`src/hdl/gwna_pkg.sv`:
```
// gwna_pkg: shared constants, types and arithmetic helpers for the aggregation block
`default_nettype none

package gwna_pkg;

	// store geometry
	localparam int FEATURE_SLOTS = 256;
	localparam int LANES         = 4;
	localparam int FIELD_LANES   = 4;
	localparam int ACT_LANES     = (LANES < FIELD_LANES) ? LANES : FIELD_LANES;
	localparam int DEPTH         = (FEATURE_SLOTS / LANES > 0) ? FEATURE_SLOTS / LANES : 1;
	localparam int ROW_W         = (DEPTH > 1) ? $clog2(DEPTH) : 1;

	// field widths
	localparam int CHUNK_W  = 6;
	localparam int WEIGHT_W = 16;
	localparam int FEAT_W   = 16;
	localparam int PROD_W   = 32;
	localparam int ACC_W    = 40;

	typedef logic [CHUNK_W-1:0]         chunk_t;
	typedef logic [WEIGHT_W-1:0]        weight_t;
	typedef logic signed [FEAT_W-1:0]   feat_t;
	typedef logic signed [PROD_W-1:0]   prod_t;
	typedef logic signed [ACC_W-1:0]    acc_t;
	typedef logic [ROW_W-1:0]           row_t;

	localparam acc_t ACC_MAX = {1'b0, {(ACC_W-1){1'b1}}};
	localparam acc_t ACC_MIN = {1'b1, {(ACC_W-1){1'b0}}};

	// per-cycle pipeline control shared by all lanes
	typedef struct packed {
		logic accept;   // new beat read from the lane stores
		logic adv;      // stage 1 moves into stage 2
		logic wr;       // stage 2 writes back
		logic hit_acc;  // new beat reads the row being written back
		logic hit_adv;  // stage 1 beat uses the row being written back
		logic first_s2; // stage 2 beat overwrites
		row_t row_in;
		row_t row_wb;
	} ctl_t;

	// row of a chunk inside each lane store, wrapping modulo the depth
	function automatic row_t row_of(input chunk_t chunk);
		logic [CHUNK_W+ROW_W-1:0] wide;
		wide = {{ROW_W{1'b0}}, chunk};
		return wide[ROW_W-1:0];
	endfunction

	// saturating accumulate of an exact product
	function automatic acc_t sat_add(input acc_t acc, input prod_t prod);
		logic signed [ACC_W:0] s;
		s = {acc[ACC_W-1], acc} + {{(ACC_W+1-PROD_W){prod[PROD_W-1]}}, prod};
		if (s[ACC_W] != s[ACC_W-1]) begin
			return s[ACC_W] ? ACC_MIN : ACC_MAX;
		end
		return s[ACC_W-1:0];
	endfunction

	function automatic acc_t widen(input prod_t prod);
		return {{(ACC_W-PROD_W){prod[PROD_W-1]}}, prod};
	endfunction

endpackage

`default_nettype wire

```
`src/hdl/gwna_out_if.sv`:
```
// gwna_out_if: output channel carrying the four chunk sums per beat
`default_nettype none

interface gwna_out_if;
	import gwna_pkg::*;

	logic   valid;
	logic   ready;
	chunk_t out_chunk;
	acc_t   sum_lane0;
	acc_t   sum_lane1;
	acc_t   sum_lane2;
	acc_t   sum_lane3;

	modport source (
		output valid, out_chunk, sum_lane0, sum_lane1, sum_lane2, sum_lane3,
		input  ready
	);

	modport sink (
		input  valid, out_chunk, sum_lane0, sum_lane1, sum_lane2, sum_lane3,
		output ready
	);
endinterface

`default_nettype wire

```
`src/hdl/gwna_merge.sv`:
```
// gwna_merge: gathers the lane sums into the registered output beat
`default_nettype none

module gwna_merge (
	input  wire logic            clk,
	input  wire logic            arst_n,
	input  wire logic            push,
	input  wire gwna_pkg::chunk_t chunk_s2,
	input  wire gwna_pkg::acc_t  sums [gwna_pkg::FIELD_LANES],
	output logic                 free,
	gwna_out_if.source           result
);
	import gwna_pkg::*;

	logic   valid_q;
	chunk_t chunk_q;
	acc_t   sum_q [FIELD_LANES];

	always_ff @(posedge clk or negedge arst_n) begin
		if (!arst_n) begin
			valid_q <= 1'b0;
		end else if (push) begin
			valid_q <= 1'b1;
		end else if (result.ready) begin
			valid_q <= 1'b0;
		end
	end

	always_ff @(posedge clk) begin
		if (push) begin
			chunk_q <= chunk_s2;
			sum_q   <= sums;
		end
	end

	assign free             = !valid_q || result.ready;
	assign result.valid     = valid_q;
	assign result.out_chunk = chunk_q;
	assign result.sum_lane0 = sum_q[0];
	assign result.sum_lane1 = sum_q[1];
	assign result.sum_lane2 = sum_q[2];
	assign result.sum_lane3 = sum_q[3];

endmodule

`default_nettype wire

```
`src/flat_wrapper.sv`:
```
// flat-port wrapper written by rule: the top's interface ports become plain ports
module gwna_merge_flat import gwna_pkg::*;
  (clk, arst_n, push, chunk_s2, sums, free, result_valid, result_out_chunk, result_sum_lane0, result_sum_lane1, result_sum_lane2, result_sum_lane3, result_ready);
  gwna_out_if result_i ();
  input  wire logic clk;
  input  wire logic arst_n;
  input  wire logic push;
  input  wire gwna_pkg::chunk_t chunk_s2;
  input  wire gwna_pkg::acc_t sums[gwna_pkg::FIELD_LANES];
  output logic free;
  output wire logic [$bits(result_i.valid)-1:0] result_valid;
  output wire logic [$bits(result_i.out_chunk)-1:0] result_out_chunk;
  output wire logic [$bits(result_i.sum_lane0)-1:0] result_sum_lane0;
  output wire logic [$bits(result_i.sum_lane1)-1:0] result_sum_lane1;
  output wire logic [$bits(result_i.sum_lane2)-1:0] result_sum_lane2;
  output wire logic [$bits(result_i.sum_lane3)-1:0] result_sum_lane3;
  input wire logic [$bits(result_i.ready)-1:0] result_ready;
  assign result_valid = result_i.valid;
  assign result_out_chunk = result_i.out_chunk;
  assign result_sum_lane0 = result_i.sum_lane0;
  assign result_sum_lane1 = result_i.sum_lane1;
  assign result_sum_lane2 = result_i.sum_lane2;
  assign result_sum_lane3 = result_i.sum_lane3;
  assign result_i.ready = result_ready;
  gwna_merge u_core (.clk(clk), .arst_n(arst_n), .push(push), .chunk_s2(chunk_s2), .sums(sums), .free(free), .result(result_i));
endmodule
```
`config.mk`:
```
export PLATFORM = sky130hd
export DESIGN_NAME = gwna_merge_flat
export DESIGN_NICKNAME = d
export VERILOG_FILES = /design/src/hdl/gwna_pkg.sv /design/src/hdl/gwna_out_if.sv /design/src/hdl/gwna_merge.sv /design/src/flat_wrapper.sv
export SDC_FILE = /design/constraint.sdc
export NUM_CORES = 1
export LEC_CHECK = 0
export BUFFER_PORTS_ARGS = -buffer_cell sky130_fd_sc_hd__clkbuf_2
export CORE_AREA = 3 3 129 131
export CTS_BUF_LIST = sky130_fd_sc_hd__clkbuf_2
export DETAILED_ROUTE_END_ITERATION = 7
export DIE_AREA = 0 0 132 134
export PLACE_DENSITY = 0.7
export SYNTH_ARGS = -nofsm -noshare
export SYNTH_HDL_FRONTEND = slang
export SYNTH_SLANG_ARGS = --single-unit
```
`constraint.sdc`:
```
create_clock -name clk -period 1.1 [get_ports clk]
set_input_delay 0.33 -clock clk [delete_from_list [all_inputs] [get_ports clk]]
set_output_delay 0.33 -clock clk [all_outputs]
set_load 0.005 [all_outputs]
```
==> metrics, run 1 <==
Post-CTS Resized 0; die outline height 134 um; Clock Tree Root clkbuf_2; #FFs+latches synth 167; error message [ERROR RSZ-0060] Max buffer count reached.; Die Width 132 um; # port buffers 337; H-tree depth 4; sequential area share after synthesis 99.55%; share of the synthesized area in the top cell type 99.06%; row count 46; leading area contributor after synthesis edfxtp_1; CTS max path bufs 2; syn_nets 339; IO Pins 338; average cell area after synthesis 29.78 um2; CTS Buf Count 17; synth unique cells 4; hold_buf cts 153; Final HPWL DP 10080 um; placed cell area 7101 um2; Synth Cell Area 5032 um2; last step reached 4_1_cts; GPL Wtd Cong 0.7545; Area contributors post-synth edfxtp_1 (99%), dfrtp_1 (0.50%), nand2b_4 (0.27%); cells after synthesis 169; Initial Util 32.03%; post-CTS setup buffer count 0; status stopped before the end; CTS Sinks 167; YS warnings 0
cell families after synthesis:
kind of cell	synth area share [%]
DFF	99.55
and+or+nand+nor	0.4475
synth_stat cells:
cell      instances
dfrtp_1           1
nand2b_4          1
edfxtp_1        166
nand2b_2          1
metrics by stage:
step                      hold WS [ns]  cells  setup slack, ns  TNS [ns]
after floorplan                0.03441    169           0.2919         0
after global placement          0.1132    731         0.004346         0
after detailed placement        0.1174    731        -0.002816  -0.07402
==> run 2, diff against run 1 <==
- CORE_AREA: 3 3 129 131 -> 3 3 130 132
- CTS_BUF_LIST: sky130_fd_sc_hd__clkbuf_2 -> not set
- DIE_AREA: 0 0 132 134 -> 0 0 133 135
- PLACE_DENSITY: 0.7 -> not set
- PLACE_DENSITY_LB_ADDON: not set -> 0.15
==> run 2 against run 1 <==
  * The flow now finishes, with violations (setup timing)
  * Area after synthesis did not move
  * Synthesized cell count unchanged
==> metrics, run 2 <==
CTS max path bufs 2; Layout Skew 0 ns; clk slew on worst S/H paths 0.06 ns; kind of cell adding the most delay to the critical path flip-flops; cells after synthesis 169; Hold WS 0.08415 ns; final worst slack -0.2275 ns; worst setup path end free; drt pass-1 iters 4; VDD IR max 884.7 uV; Initial Util 31.79%; first-pass GRT wire length 19040 um; Congestion Overflow GR 0; Antenna Cells 0; leading area contributor after synthesis edfxtp_1; Setup crit end kind output pin; Achievable Freq 0.7533 GHz; Antenna Nets Post-Route 0; WS Path Type reg -> out; Worst Max-Slew Pin Slew 0.1883 ns; Reg2Reg Depth 3; #FFs+latches synth 167; CTS tree built; GR Util All Layers 14.52%; Max-slew headroom 87.45%; Pleak 3.387 nW; via count 3099; largest net degree at the start of global routing 37; status finished with violations; Clock Latency Late Sink 0.41 ns; ys flop type edfxtp_1; # fillers 1373; Hold WC Path Type in -> reg; syn_nets 339; PD cells 1854 nW/um2; Clock Tree Root clkbuf_16; CP max FO 2; synth cell count leaders edfxtp_1 (166), dfrtp_1 (1), nand2b_2 (1), nand2b_4 (1); Layout area overhead 52.73%; final setup violation count 168; Final HPWL DP 10380 um; DR WL/cell 16.95 um; synth unique cells 4; GPL Wtd Cong 0.7697; Vias per Instance 4.046; reg2reg start u_core.result.valid; fin nets 707; Slowest cell on crit path dfrtp_1; average cell area after synthesis 29.78 um2; overall routed net length 12980 um; CP max stage delay 0.41 ns; die area 17960 um2; IO Pins 338; fraction of layout cells with a size suffix above 1 69.27%; failing checks setup timing; CTS Buf Count 17; DRC 0; vias in the first global route 3353; CP startpoint u_core.result.valid; setup slack, reg-to-reg 0.34 ns; most numerous cell in the Yosys netlist edfxtp_1; initial antenna violation count 0; Levels on crit path 2; CTS Sinks 167; Die Width 133 um; YS warnings 0; final core utilization 48.56%; final hold viol count 0; die outline height 135 um; commonest cells after routing, fill and taps aside clkbuf_2 (330), edfxtp_1 (166), clkbuf_16 (17); commonest non-fill, non-tap cell in the layout clkbuf_2; # port buffers 337; Pins Over Slew Limit 0; worst endpoint data arrival time 1.00 ns; Total Neg Setup Slack -22.22 ns; Synth Cell Area 5032 um2; worst r2r dst u_core.result.valid; startpoint class of the critical path flop; Crit path buffers/inverters 1; sequential area share after synthesis 99.55%; H-tree depth 4; DR iter-0 viols 71; MaxCap Viol Count 0; Post-synth EDFFs 166; Placeable Area 15830 um2; final cycle utilization of the critical path 120.7%; Area contributors post-synth edfxtp_1 (99%), dfrtp_1 (0.50%), nand2b_4 (0.27%); ys async rst share 0.5988%; CP cell instances nand2b_4 > buf_6; worst path required time 0.77 ns; RSZ-0062 raised after global routing true; row count 46; Final Critical Period 1.328 ns; share of the synthesized area in the top cell type 99.06%
## run 2: worst min-delay path by stage
stage	startpoint	to	slack, ns	cells after the start
final	sums[1]	u_core.result.sum_lane3[1]	0.08	1
after global routing	sums[81]	u_core.result.sum_lane1[1]	0.06	1
after CTS	sums[1]	u_core.result.sum_lane3[1]	0.06	1
after detailed placement	arst_n	u_core.result.valid	0.12	1
after global placement	arst_n	u_core.result.valid	0.11	1
after floorplan	arst_n	u_core.result.valid	0.03	0
## run 2: layout make-up
cell class | instances | area [um2] | share of cell area, %
Timing Repair Buffer | 349 | 1829 | 23.80
Tap cell | 216 | 270.3 | 3.516
Clock inverter | 15 | 128.9 | 1.677
Sequential cell | 167 | 5010 | 65.18
Multi-Input combinational cell | 2 | 22.52 | 0.2930
Clock buffer | 17 | 425.4 | 5.535
## run 2: cell families after synthesis
family and share of synthesized area [%]:
AND/OR/NAND/NOR 0.4475, flip-flops 99.55
## run 2: report_power, final
group	switching [mW]	leakage (nW)	internal (mW)
clock	2.38	0.267	3.11
combinational	0.497	1.48	0.564
sequential	0.138	1.64	7.56
## run 2: what timing repair did
| item | 4_1_cts | 5_1_grt |
|---|---|---|
| endpoints found under the hold margin | 1 | 0 |
| buffers inserted | 1 | 0 |
| resized for setup | 0 | 6 |
| hold buffers | 1 | 0 |
| setup endpoints to repair | 168 | 168 |
## run 2: routing by layer
metal | track usage [%] | share of wire (%) | up-vias | wire, um
li1 | - | - | 1429 | -
met1 | 15.09 | 34 | 1443 | 4447
met2 | 24.89 | 52 | 211 | 6725
met3 | 7.265 | 12 | 16 | 1591
met4 | 6.236 | 1.7 | 0 | 218
met5 | 0 | 0 | - | 0
## run 2: stage by stage
step	power, mW	instances	worst slack [ns]	instance area (um2)
after floorplan	7.904	169	0.2919	5032
after global placement	8.901	732	0.01633	7108
after detailed placement	8.918	732	0.004187	7108
after CTS	14.48	766	-0.2758	7680
after global routing	14.86	766	-0.2713	7686
final	14.25	766	-0.2275	7686
Note: power is estimated with default switching activity, not from simulation.
