File: src/hdl/gwna_pkg.sv
// gwna_pkg: shared constants, types and arithmetic helpers for the aggregation block
`default_nettype none

package gwna_pkg;

	// store geometry
	localparam int FEATURE_SLOTS = 256;
	localparam int LANES         = 4;
	localparam int FIELD_LANES   = 4;
	localparam int ACT_LANES     = (LANES < FIELD_LANES) ? LANES : FIELD_LANES;
	localparam int DEPTH         = (FEATURE_SLOTS / LANES > 0) ? FEATURE_SLOTS / LANES : 1;
	localparam int ROW_W         = (DEPTH > 1) ? $clog2(DEPTH) : 1;

	// field widths
	localparam int CHUNK_W  = 6;
	localparam int WEIGHT_W = 16;
	localparam int FEAT_W   = 16;
	localparam int PROD_W   = 32;
	localparam int ACC_W    = 40;

	typedef logic [CHUNK_W-1:0]         chunk_t;
	typedef logic [WEIGHT_W-1:0]        weight_t;
	typedef logic signed [FEAT_W-1:0]   feat_t;
	typedef logic signed [PROD_W-1:0]   prod_t;
	typedef logic signed [ACC_W-1:0]    acc_t;
	typedef logic [ROW_W-1:0]           row_t;

	localparam acc_t ACC_MAX = {1'b0, {(ACC_W-1){1'b1}}};
	localparam acc_t ACC_MIN = {1'b1, {(ACC_W-1){1'b0}}};

	// per-cycle pipeline control shared by all lanes
	typedef struct packed {
		logic accept;   // new beat read from the lane stores
		logic adv;      // stage 1 moves into stage 2
		logic wr;       // stage 2 writes back
		logic hit_acc;  // new beat reads the row being written back
		logic hit_adv;  // stage 1 beat uses the row being written back
		logic first_s2; // stage 2 beat overwrites
		row_t row_in;
		row_t row_wb;
	} ctl_t;

	// row of a chunk inside each lane store, wrapping modulo the depth
	function automatic row_t row_of(input chunk_t chunk);
		logic [CHUNK_W+ROW_W-1:0] wide;
		wide = {{ROW_W{1'b0}}, chunk};
		return wide[ROW_W-1:0];
	endfunction

	// saturating accumulate of an exact product
	function automatic acc_t sat_add(input acc_t acc, input prod_t prod);
		logic signed [ACC_W:0] s;
		s = {acc[ACC_W-1], acc} + {{(ACC_W+1-PROD_W){prod[PROD_W-1]}}, prod};
		if (s[ACC_W] != s[ACC_W-1]) begin
			return s[ACC_W] ? ACC_MIN : ACC_MAX;
		end
		return s[ACC_W-1:0];
	endfunction

	function automatic acc_t widen(input prod_t prod);
		return {{(ACC_W-PROD_W){prod[PROD_W-1]}}, prod};
	endfunction

endpackage

`default_nettype wire

File: src/hdl/gwna_lane.sv
// gwna_lane: one lane store with multiply, saturating accumulate and write-back bypass
`default_nettype none

module gwna_lane (
	input  wire logic           clk,
	input  wire gwna_pkg::ctl_t ctl,
	input  wire gwna_pkg::weight_t weight_s1,
	input  wire gwna_pkg::feat_t feat,
	output gwna_pkg::acc_t       sum
);
	import gwna_pkg::*;

	acc_t  mem [DEPTH];
	acc_t  rd_s1;
	feat_t feat_s1;
	logic  fwd_hit_s1;
	acc_t  fwd_val_s1;
	acc_t  acc_cur;
	logic signed [PROD_W:0] prod_full;
	prod_t prod_s2;
	acc_t  acc_s2;

	// lane store, read before write
	always_ff @(posedge clk) begin
		if (ctl.accept) begin
			rd_s1 <= mem[ctl.row_in];
		end
		if (ctl.wr) begin
			mem[ctl.row_wb] <= sum;
		end
	end

	always_ff @(posedge clk) begin
		if (ctl.accept) begin
			feat_s1    <= feat;
			fwd_hit_s1 <= ctl.hit_acc;
			fwd_val_s1 <= sum;
		end
		if (ctl.adv) begin
			prod_s2 <= prod_full[PROD_W-1:0];
			acc_s2  <= ctl.hit_adv ? sum : acc_cur;
		end
	end

	always_comb begin
		acc_cur   = fwd_hit_s1 ? fwd_val_s1 : rd_s1;
		prod_full = feat_s1 * $signed({1'b0, weight_s1});
		sum       = ctl.first_s2 ? widen(prod_s2) : sat_add(acc_s2, prod_s2);
	end

endmodule

`default_nettype wire

File: config.mk
export PLATFORM = sky130hd
export DESIGN_NAME = gwna_lane
export DESIGN_NICKNAME = d
export VERILOG_FILES = /design/src/hdl/gwna_pkg.sv /design/src/hdl/gwna_lane.sv
export SDC_FILE = /design/constraint.sdc
export NUM_CORES = 2
export LEC_CHECK = 0
export BUFFER_PORTS_ARGS = -buffer_cell sky130_fd_sc_hd__buf_2
export CAP_MARGIN = 5
export CORE_MARGIN = 2
export CORE_UTILIZATION = 40
export CTS_CLUSTER_SIZE = 16
export DETAILED_ROUTE_END_ITERATION = 10
export GPL_TIMING_DRIVEN = 0
export PLACE_DENSITY_LB_ADDON = 0.25
export SYNTH_ARGS = -nofsm -noshare
export SYNTH_HDL_FRONTEND = slang
export SYNTH_SLANG_ARGS = --single-unit
File: constraint.sdc
create_clock -name clk -period 17.9 [get_ports clk]
set_input_delay 1.79 -clock clk [delete_from_list [all_inputs] [get_ports clk]]
set_output_delay 1.79 -clock clk [all_outputs]
set_load 0.03 [all_outputs]
After elaboration in Yosys (flattened, before gate mapping):

Memories as Yosys holds them, arrays and structs flattened. A register that Yosys moved wholly into a read port is not among the register bits.
Cells that the tools add are included.

* register bits: 129
* bits in latches: 0
* bits in writable memories: 2560
* ROM bits: 0
* input port bits: 51
* output and inout bits: 40
* word-level logic and storage cells: 18
* memories: 1

* $add $sub $neg: 1
* multiply operators: 1
* div/mod/pow operators: 0
* magnitude comparators: 0
* equality and inequality tests: 1
* shift operators: 0
* multiplexer cells: 9
* bitwise gates (word level): 0
* reduce and logical (&&, ||, !) cells: 0

Memories
* mem: words 64, width 40, rd ports 1, clocked after memory_dff 1, wr ports 1, line gwna_lane.sv:13 `acc_t mem [DEPTH];`

Operators with widths (number)
* $mux 40: 6
* $add 40x32->41: 1
* $mul 16x17->32: 1
* $mux 1: 3
* $ne 1x1->1: 1

Longest topological paths before layout:

* word-level depth: 6
* mapped depth: 24
* depth with buffers taken out: 23

Worst setup path before layout:

Ideal clock, no wire load.

* path type: in2reg
* start: input port weight_s1[10]
* end: register prod_s2[30], data pin
* setup time: 0.266 ns
* arrival: 7.639 ns
* required time: 17.634 ns
* setup slack: 9.995 ns
* stages: 22
* path buffers: 1
* cell sequence: clkbuf_1 nand2_1 fa_1 fa_1 fa_1 fa_1 inv_1 fa_1 inv_1 fa_1 inv_1 ha_1 and4_1 a21o_1 a211oi_2 o21ai_1 o31ai_2 o211ai_1 o41ai_1 o21ai_1 o41ai_1 xnor2_1

* word-level cells in the longest chain between the ends: 1

RTL lines
* from (decl): line gwna_lane.sv:7 `input wire gwna_pkg::weight_t weight_s1,`
* $mul 16x17->32: line gwna_lane.sv:47 `prod_full = feat_s1 * $signed({1'b0, weight_s1});`
* net prod_full[30]: line gwna_lane.sv:19 `logic signed [PROD_W:0] prod_full;`
* to (signal assigned): line gwna_lane.sv:40 `prod_s2 <= prod_full[PROD_W-1:0];`
* to (decl): line gwna_lane.sv:20 `prod_t prod_s2;`

The timed path passes the listed nets, and every way through them passes these cells.
A chain may end at the register's enable or synchronous reset.

Worst setup path after layout:

Ends and elaborated chain as after synthesis.

==> impl_results.md <==
- CTS Buf Count: 293
- Synthesis-to-layout area growth: 16.3%
- Unrepaired setup endpoints after global routing: no
- Worst-path maximum fanout: 10
- Slew HR: 6.54%
- Final routed wirelength across all metal layers: 309000 um
- Lkg Pwr: 43.3 nW
- Area inside the core boundary: 285000 um2
- Net Sw Frac: 32.4%
- Required time at the endpoint of the critical path: 18.45 ns
- Result of the run: finished, final reports clean
- Area of combinational cells with multiple inputs: 31800 um2
- Leading register cell type out of synthesis: sky130_fd_sc_hd__edfxtp_1
- Smallest hold slack: 0.661 ns
- Initial Util: 40.2%
- Routed len/inst: 30.8 um
- Detailed-placement wirelength estimate: 211000 um
- Element type at the critical path end: flip-flop
- Boundary Pins: 91
- Fmax: 120 MHz
- Share of power burned in combinational logic: 30.7%
- Final critical-path required period: 8.32 ns
- Number of H-tree branching levels: 5
- Via Count: 57.3k
- Clock skew after layout: 0.0912 ns
- Vias in the first global route: 59.3k
- Via/cell ratio: 5.71
- Number of fillers in the final layout: 23.7k
- Synthesis-stage register bit count: 2729
- Number of buffers inserted to repair setup after CTS: 0
- Register share of total power: 41.9%
- Post-route antenna net violation count: 0
- Share of synthesized registers carrying an async set or reset: 0%
- DRT iter0 DRCs: 6795
- Total die area: 291000 um2
- Clock slew seen by the registers of the worst setup and hold paths: 0.06 ns
- Worst-skew pair later-pin latency: 0.89 ns
- Max Buffers Root-to-Sink: 4
- Maximum vdd ir drop: 0.000169 V
- Number of antenna violations at the first check in global routing: 26
- Worst setup SP type: input port
- Cell internal power dissipation: 0.0146 W
- Number of buffers inserted by port buffering: 80
- CTS Sinks: 2729
- Final count of hold timing violations: 0
- Number of max-cap violations: 0
- Combined global-route utilization of all metal layers: 21.2%
- DRC violation count after routing: 0
- Die Height: 540 um
- Final setup vio count: 0
- First-pass GRT wire length: 442000 um
- Mean cell area of the mapped netlist: 20.9 um2
- Cell Count Post-Placement: 9504
- Cts hold-fix bufs: 0
- Netlist area before placement: 115000 um2
- Final TNS setup: 0 ns
- Remaining global-route overflow: 0
- Quantity of gates resized following cts: 0
- Clock tree root buffer cell: sky130_fd_sc_hd__clkbuf_16
- Proportion of power drawn by the clock network: 27.4%
- Number of flops mapped to enable cells by yosys: 2729
- Final Util: 46.8%
- # nets final: 6445
- P_sw: 0.00698 W
- Maximum number of pins on one net before global-route repair: 60
- Cell count after synthesis: 5498
- Syn. warnings: 0
- Critical Setup Path Class: in2reg
- Sequential element share of the synthesized area: 71.3%
- Routability-driven placement congestion ratio: 0.873
- Number of pins with negative max-slew slack in the final report: 0
- Finished Layout Cells: 10.0k
- Router iterations before antenna repair: 5
- Number of distinct library cells after synthesis: 69
- Die X-Extent: 540 um
- Synthesized netlist net count: 5901
- Fraction of layout instances using a drive strength above 1: 26.8%
- Kind of path behind the tightest hold check: reg2reg
- TritonCTS clock tree: built
- Crit path DAT: 8.87 ns
- Reg area: 81900 um2
- Actual transition at the worst max-transition pin: 1.40 ns
- Pwr Density: 161 nW/um2
- Placement Rows: 196
- Period Utilization, post-route: 46.5%
## worst max-delay path, stage by stage
cell,delay (ns)
sky130_fd_sc_hd__buf_2,0.26
sky130_fd_sc_hd__clkbuf_1,0.48
sky130_fd_sc_hd__nand2_1,0.16
sky130_fd_sc_hd__fa_1,0.53
sky130_fd_sc_hd__fa_1,0.60
sky130_fd_sc_hd__fa_1,0.48
sky130_fd_sc_hd__fa_1,0.55
sky130_fd_sc_hd__inv_1,0.05
sky130_fd_sc_hd__fa_1,0.47
sky130_fd_sc_hd__inv_1,0.05
sky130_fd_sc_hd__fa_1,0.48
sky130_fd_sc_hd__inv_1,0.05
sky130_fd_sc_hd__ha_1,0.33
sky130_fd_sc_hd__and4_1,0.27
sky130_fd_sc_hd__a21o_1,0.21
sky130_fd_sc_hd__a211oi_2,0.29
sky130_fd_sc_hd__o21ai_1,0.20
sky130_fd_sc_hd__o31ai_2,0.34
sky130_fd_sc_hd__o211ai_1,0.21
sky130_fd_sc_hd__o41ai_1,0.44
sky130_fd_sc_hd__o21ai_1,0.18
sky130_fd_sc_hd__o41ai_1,0.33
sky130_fd_sc_hd__xnor2_1,0.12
## Yosys cell counts (6+ instances only)
master	n	area [um2]
sky130_fd_sc_hd__a211o_1	8	70.1
sky130_fd_sc_hd__ha_1	157	1960
sky130_fd_sc_hd__xor2_1	14	123
sky130_fd_sc_hd__buf_1	66	248
sky130_fd_sc_hd__a21oi_1	107	536
sky130_fd_sc_hd__a211oi_1	38	285
sky130_fd_sc_hd__nand3_1	24	120
sky130_fd_sc_hd__and2_1	118	738
sky130_fd_sc_hd__a221oi_1	6	52.6
sky130_fd_sc_hd__o21ai_0	56	280
sky130_fd_sc_hd__a221oi_2	23	345
sky130_fd_sc_hd__clkbuf_1	186	698
sky130_fd_sc_hd__buf_2	16	80.1
sky130_fd_sc_hd__nor2_1	120	450
sky130_fd_sc_hd__edfxtp_1	2729	81900
sky130_fd_sc_hd__xnor2_1	49	429
sky130_fd_sc_hd__mux4_2	828	18600
sky130_fd_sc_hd__a21o_1	34	255
sky130_fd_sc_hd__o21bai_1	13	97.6
sky130_fd_sc_hd__inv_1	256	961
sky130_fd_sc_hd__nand4_1	14	87.6
sky130_fd_sc_hd__mux2_2	21	236
sky130_fd_sc_hd__mux2i_1	16	160
sky130_fd_sc_hd__fa_1	195	3900
sky130_fd_sc_hd__nand2b_1	21	131
sky130_fd_sc_hd__nor3_1	12	60.1
sky130_fd_sc_hd__o21a_1	14	105
sky130_fd_sc_hd__nor2b_1	68	425
sky130_fd_sc_hd__nand2_1	212	796
## power groups by stage
stage / clock [W] / combinational, W / sequential (W)
4_1_cts: 0.00600 / 0.00666 / 0.00904
2_1_floorplan: 0 / 0.00388 / 0.00934
6_report: 0.00591 / 0.00661 / 0.00904
3_3_place_gp: 0 / 0.00576 / 0.00958
3_5_place_dp: 0 / 0.00659 / 0.00917
5_1_grt: 0.00623 / 0.00731 / 0.00906
## kinds of logic (layout without fill, tap and decap cells)
logic type | count (synthesis) | count (layout) | share of synthesized area [%]
other cells | 0 | 9 | 0
xor+xnor | 63 | 63 | 0.480
buf+inv | 530 | 1294 | 1.78
simple gates | 615 | 615 | 2.62
compound gates | 344 | 344 | 2.10
mux | 865 | 865 | 16.6
flops | 2729 | 2729 | 71.3
fa+ha+maj | 352 | 352 | 5.11
## cells in the final DEF (no fill, tap or decap), drive strengths merged, types with 59 or more instances in the layout
master  netlist  routed
nor2        121     121
nand2       212     212
a21oi       108     108
inv         257     270
mux4        828     828
and2        119     119
buf          87     336
ha          157     157
fa          195     195
clkbuf      186     530
edfxtp     2729    2729
o21ai        59      59
nor2b        68      68
clkinv        0     122
## per-stage QoR
step	setup WS (ns)	cell area [um2]	power [W]
2_1_floorplan	10.0	115000	0.0132
3_3_place_gp	5.92	120000	0.0153
3_5_place_dp	8.75	124000	0.0158
4_1_cts	9.61	133000	0.0217
5_1_grt	9.18	134000	0.0226
6_report	9.58	134000	0.0216
## area by class of cell
class                      count  share of cell area (%)
antenna                        9                  0.0169
buffer                       273                   0.818
clock buffer                 344                    5.74
clock inverter               171                    1.18
inverter                     257                   0.722
multi-input combinational   2239                    23.8
sequential                  2729                    61.3
tap                         3762                    3.52
timing repair buffer         249                    2.85
## routing by layer
layer  vias up  routed length (um)  global-route usage (%)
li1      23500                   -                       -
met1     31200              129000                    29.8
met2      2146              148000                    34.5
met3       458               22400                    3.46
met4         6                8520                    5.68
met5         -                  46                       0
## flip-flops by register name (all words and copies together) (netlist names)
| signal | flops |
|---|---|
| acc_s2 | 40 |
| fwd_hit_s1 | 1 |
| fwd_val_s1 | 40 |
| rd_s1 | 40 |
| mem | 2560 |
| feat_s1 | 16 |
| prod_s2 | 32 |
## path summary, 6_finish.rpt
kind,endpoint,cells after the start,startpoint,slack (ns)
setup / recovery,prod_s2[30],23,weight_s1[10],9.58
setup reg to reg,prod_s2[31],22,feat_s1[7],10.29
hold / removal,acc_s2[1],3,fwd_val_s1[1],0.66
hold reg to reg,acc_s2[1],3,fwd_val_s1[1],0.66
No activity file was read; power rests on OpenSTA's default activity.
